===== src/design/msc_cmp.sv =====
// Shared magnitude comparator of the state chaser sequencer.
// Depends on nothing; operands arrive already biased to unsigned form.
module msc_cmp #(
  parameter int W = 97
) (
  input  logic [W-1:0] a,
  input  logic [W-1:0] b,
  output logic         lt,
  output logic         eq
);

  // One wide unsigned compare serves every ordering question.
  assign lt = a < b;
  assign eq = a == b;

endmodule

===== config.mk =====
export PLATFORM = sky130hd
export DESIGN_NAME = msc_cmp
export DESIGN_NICKNAME = d
export VERILOG_FILES = /design/src/design/msc_cmp.sv
export SDC_FILE = /design/constraint.sdc
export NUM_CORES = 1
export LEC_CHECK = 0
export BUFFER_PORTS_ARGS = -buffer_cell sky130_fd_sc_hd__buf_2
export CAP_MARGIN = 15
export CORE_ASPECT_RATIO = 0.8
export CORE_MARGIN = 2
export CORE_UTILIZATION = 42
export DETAILED_ROUTE_END_ITERATION = 8
export PLACE_DENSITY = 0.92
export SYNTH_ARGS = -nofsm -noshare
export SYNTH_HDL_FRONTEND = slang
export SYNTH_SLANG_ARGS = --single-unit

===== constraint.sdc =====
create_clock -name vclk -period 3.4
set_input_delay 0.68 -clock vclk [all_inputs]
set_output_delay 0.68 -clock vclk [all_outputs]
set_load 0.03 [all_outputs]

==> metrics.txt <==
Final ANT Viol Nets=0; synth top area cells=ha_1 50%, inv_1 15%, a21oi_1 7.8%, nand2_1 4.8%, nand4_1 3.1%; grt peak-use layer=met2; area grow syn2layout=49.6%; hold crit path type=input port to output port; synth warn=0; Starting Density=43.9%; CP max FO=2; most frequent cells in the layout=194 x buf_2, 96 x inv_1, 93 x ha_1; core area=5530 µm²; outcome=finished clean; post-synthesis cell type count=29; Slew Viols, Final=0; MaxCap Viol Count=0; Seq cells=0; utilization after layout=65.7%; final worst path period need=3.33 ns; Fill cells=497; Post-Route Setup TNS=0 ns; final setup margin=around 0.075 ns; Placed Area=3530 µm²; FF+latch area=0 µm²; commonest non-fill, non-tap cell in the layout=buf_2; maximum VDD drop=around 0.054 mV; total iterations of the first detailed-routing run=4; Synth Area in Compound Gates=17.1%; Synth top area share=50.0%; M2 GR Usage=46.3%; Hold Crit Depth=6; area leader, netlist=ha_1; share of cells above drive strength 1=39.3%; DIE AREA=6400 µm²; XOR/XNOR share of the synthesized area=0%; mux cell area share after synthesis=0%; initial antenna violation count=0; fin crit share=97.8%; antenna diode count=0; met3 usage=4.10%; worst slack at placement=-0.102 ns; Layout clock buffers=0; startpoint class of the critical path=input port; P_leak=2.38 nW; die height=between 70 and 80 µm; mapped cell area=roughly 2400 µm²; port buffer count=approximately 200; gpl congestion=0.832; register area share after synthesis=0%; Worst setup EP type=output port; Post-Synth Adder-Cell Area=50.0%; Avg Synthesized Cell Area=6.93 µm²; post-DR vias/cell=4.89; Setup-failing EPs final=0; final hold violations=0; hold_buf cts=0; Req. time, crit path=2.72 ns; vias in the first global route=roughly 3,100; Overall Global Routing Usage=21.5%; Synth Area in Simple Gates=about 17%; Worst slew margin=70.6%; hold_sp=a[96]; Die X=89.0 µm; I/O Pins=196; pwr dens=106 nW/µm²; gate count of the mapped netlist=350; HPWL Detailed=6980 µm; pin count of the biggest net entering global routing=4; Worst Hold End=lt; fin nets=843; Setup Crit Path Kind=input port to output port; initial drt markers=67; fin area=3630 µm²; total grt overflow=0; Achievable Freq=roughly 300 MHz; post-DR wirelength/cell=~12 µm; CP arrival=2.65 ns; row count=24; via count=3,070; main combinational cell family by area after synthesis=adder cells; Synthesized Nets=between 600 and 700; Worst-Margin Slew=0.430 ns; Post-Route WL=7610 µm; grt met1 use=20.6%; number of remaining DRC errors=0; first-pass GRT wire length=11,600 µm
[repair_timing]
item                       CTS  global route
buffers inserted             0             2
gates resized for setup      2            16
setup endpoints to repair    2             2
pin swaps                    1            12
[layer usage]
metal  share of wire [%]  vias up  wire length (µm)
met1                  37     1324              2840
met2                  53      126              4030
li1                    -     1610                 -
met3                 8.4       10               638
met4                 1.4        0               104
met5                   0        -                 0
[cell type report]
type                            instances  area, µm²  area share (%)
Inverter                              100        375            10.3
Timing Repair Buffer                  200       1020            28.1
Multi-Input combinational cell        250       2140            58.9
Tap cell                               78       97.6            2.69
[metrics by stage]
| step | cells | power, mW | hold WS, ns |
|---|---|---|---|
| floorplan | 350 | 0.197 | 1.68 |
| global placement | 626 | 0.347 | 1.94 |
| detailed placement | 626 | 0.366 | 1.94 |
| CTS | 626 | 0.370 | 1.94 |
| global route | 628 | 0.445 | 1.97 |
| finish | 628 | 0.384 | 1.92 |
[cell families after synthesis]
kind of cell | count (synthesis)
simple gates | 83
fa+ha+maj | 97
compound gates | 70
buf+inv | 100
[report_power, final]
part / total, mW / switching (mW) / internal [mW]
sequential: 0 / 0 / 0
clock: 0 / 0 / 0
combinational: 0.384 / 0.182 / 0.202
total: 0.384 / 0.182 / 0.202
[cell usage after synthesis, drive strengths merged]
library cell / n
a221o: 1
and2: 1
nand4: 12
a21o: 3
o21ai: 14
nor2: 10
o211a: 1
o21a: 1
a211oi: 2
nor2b: 2
nor3: 3
or3: 1
ha: 97
o221a: 1
a2111oi: 1
a221oi: 6
nand3: 12
and3: 3
o41ai: 1
inv: 100
nand2: 31
a21oi: 38
nor4: 1
or4: 2
o2111ai: 1
and4: 5
[critical path, cell delays in order]
cell	delay [ns]
buf_2	0.09
inv_2	0.04
ha_4	0.26
and4_4	0.22
nand4_1	0.12
or4_4	0.58
nor3_4	0.13
nand4_1	0.12
inv_2	0.09
and3_4	0.17
buf_6	0.13
[worst max path at each step]
| stage | start | to | slack [ns] | cells past startpoint |
|---|---|---|---|---|
| 6_report | b[63] | eq | 0.07 | 11 |
| 5_1_grt | b[62] | eq | -0.01 | 11 |
| 4_1_cts | a[58] | lt | 0.02 | 9 |
| 3_5_place_dp | b[63] | eq | -0.10 | 11 |
| 3_3_place_gp | b[64] | eq | -0.02 | 11 |
| 2_1_floorplan | b[58] | lt | 0.18 | 8 |
Power figures use the tool's default switching activity.
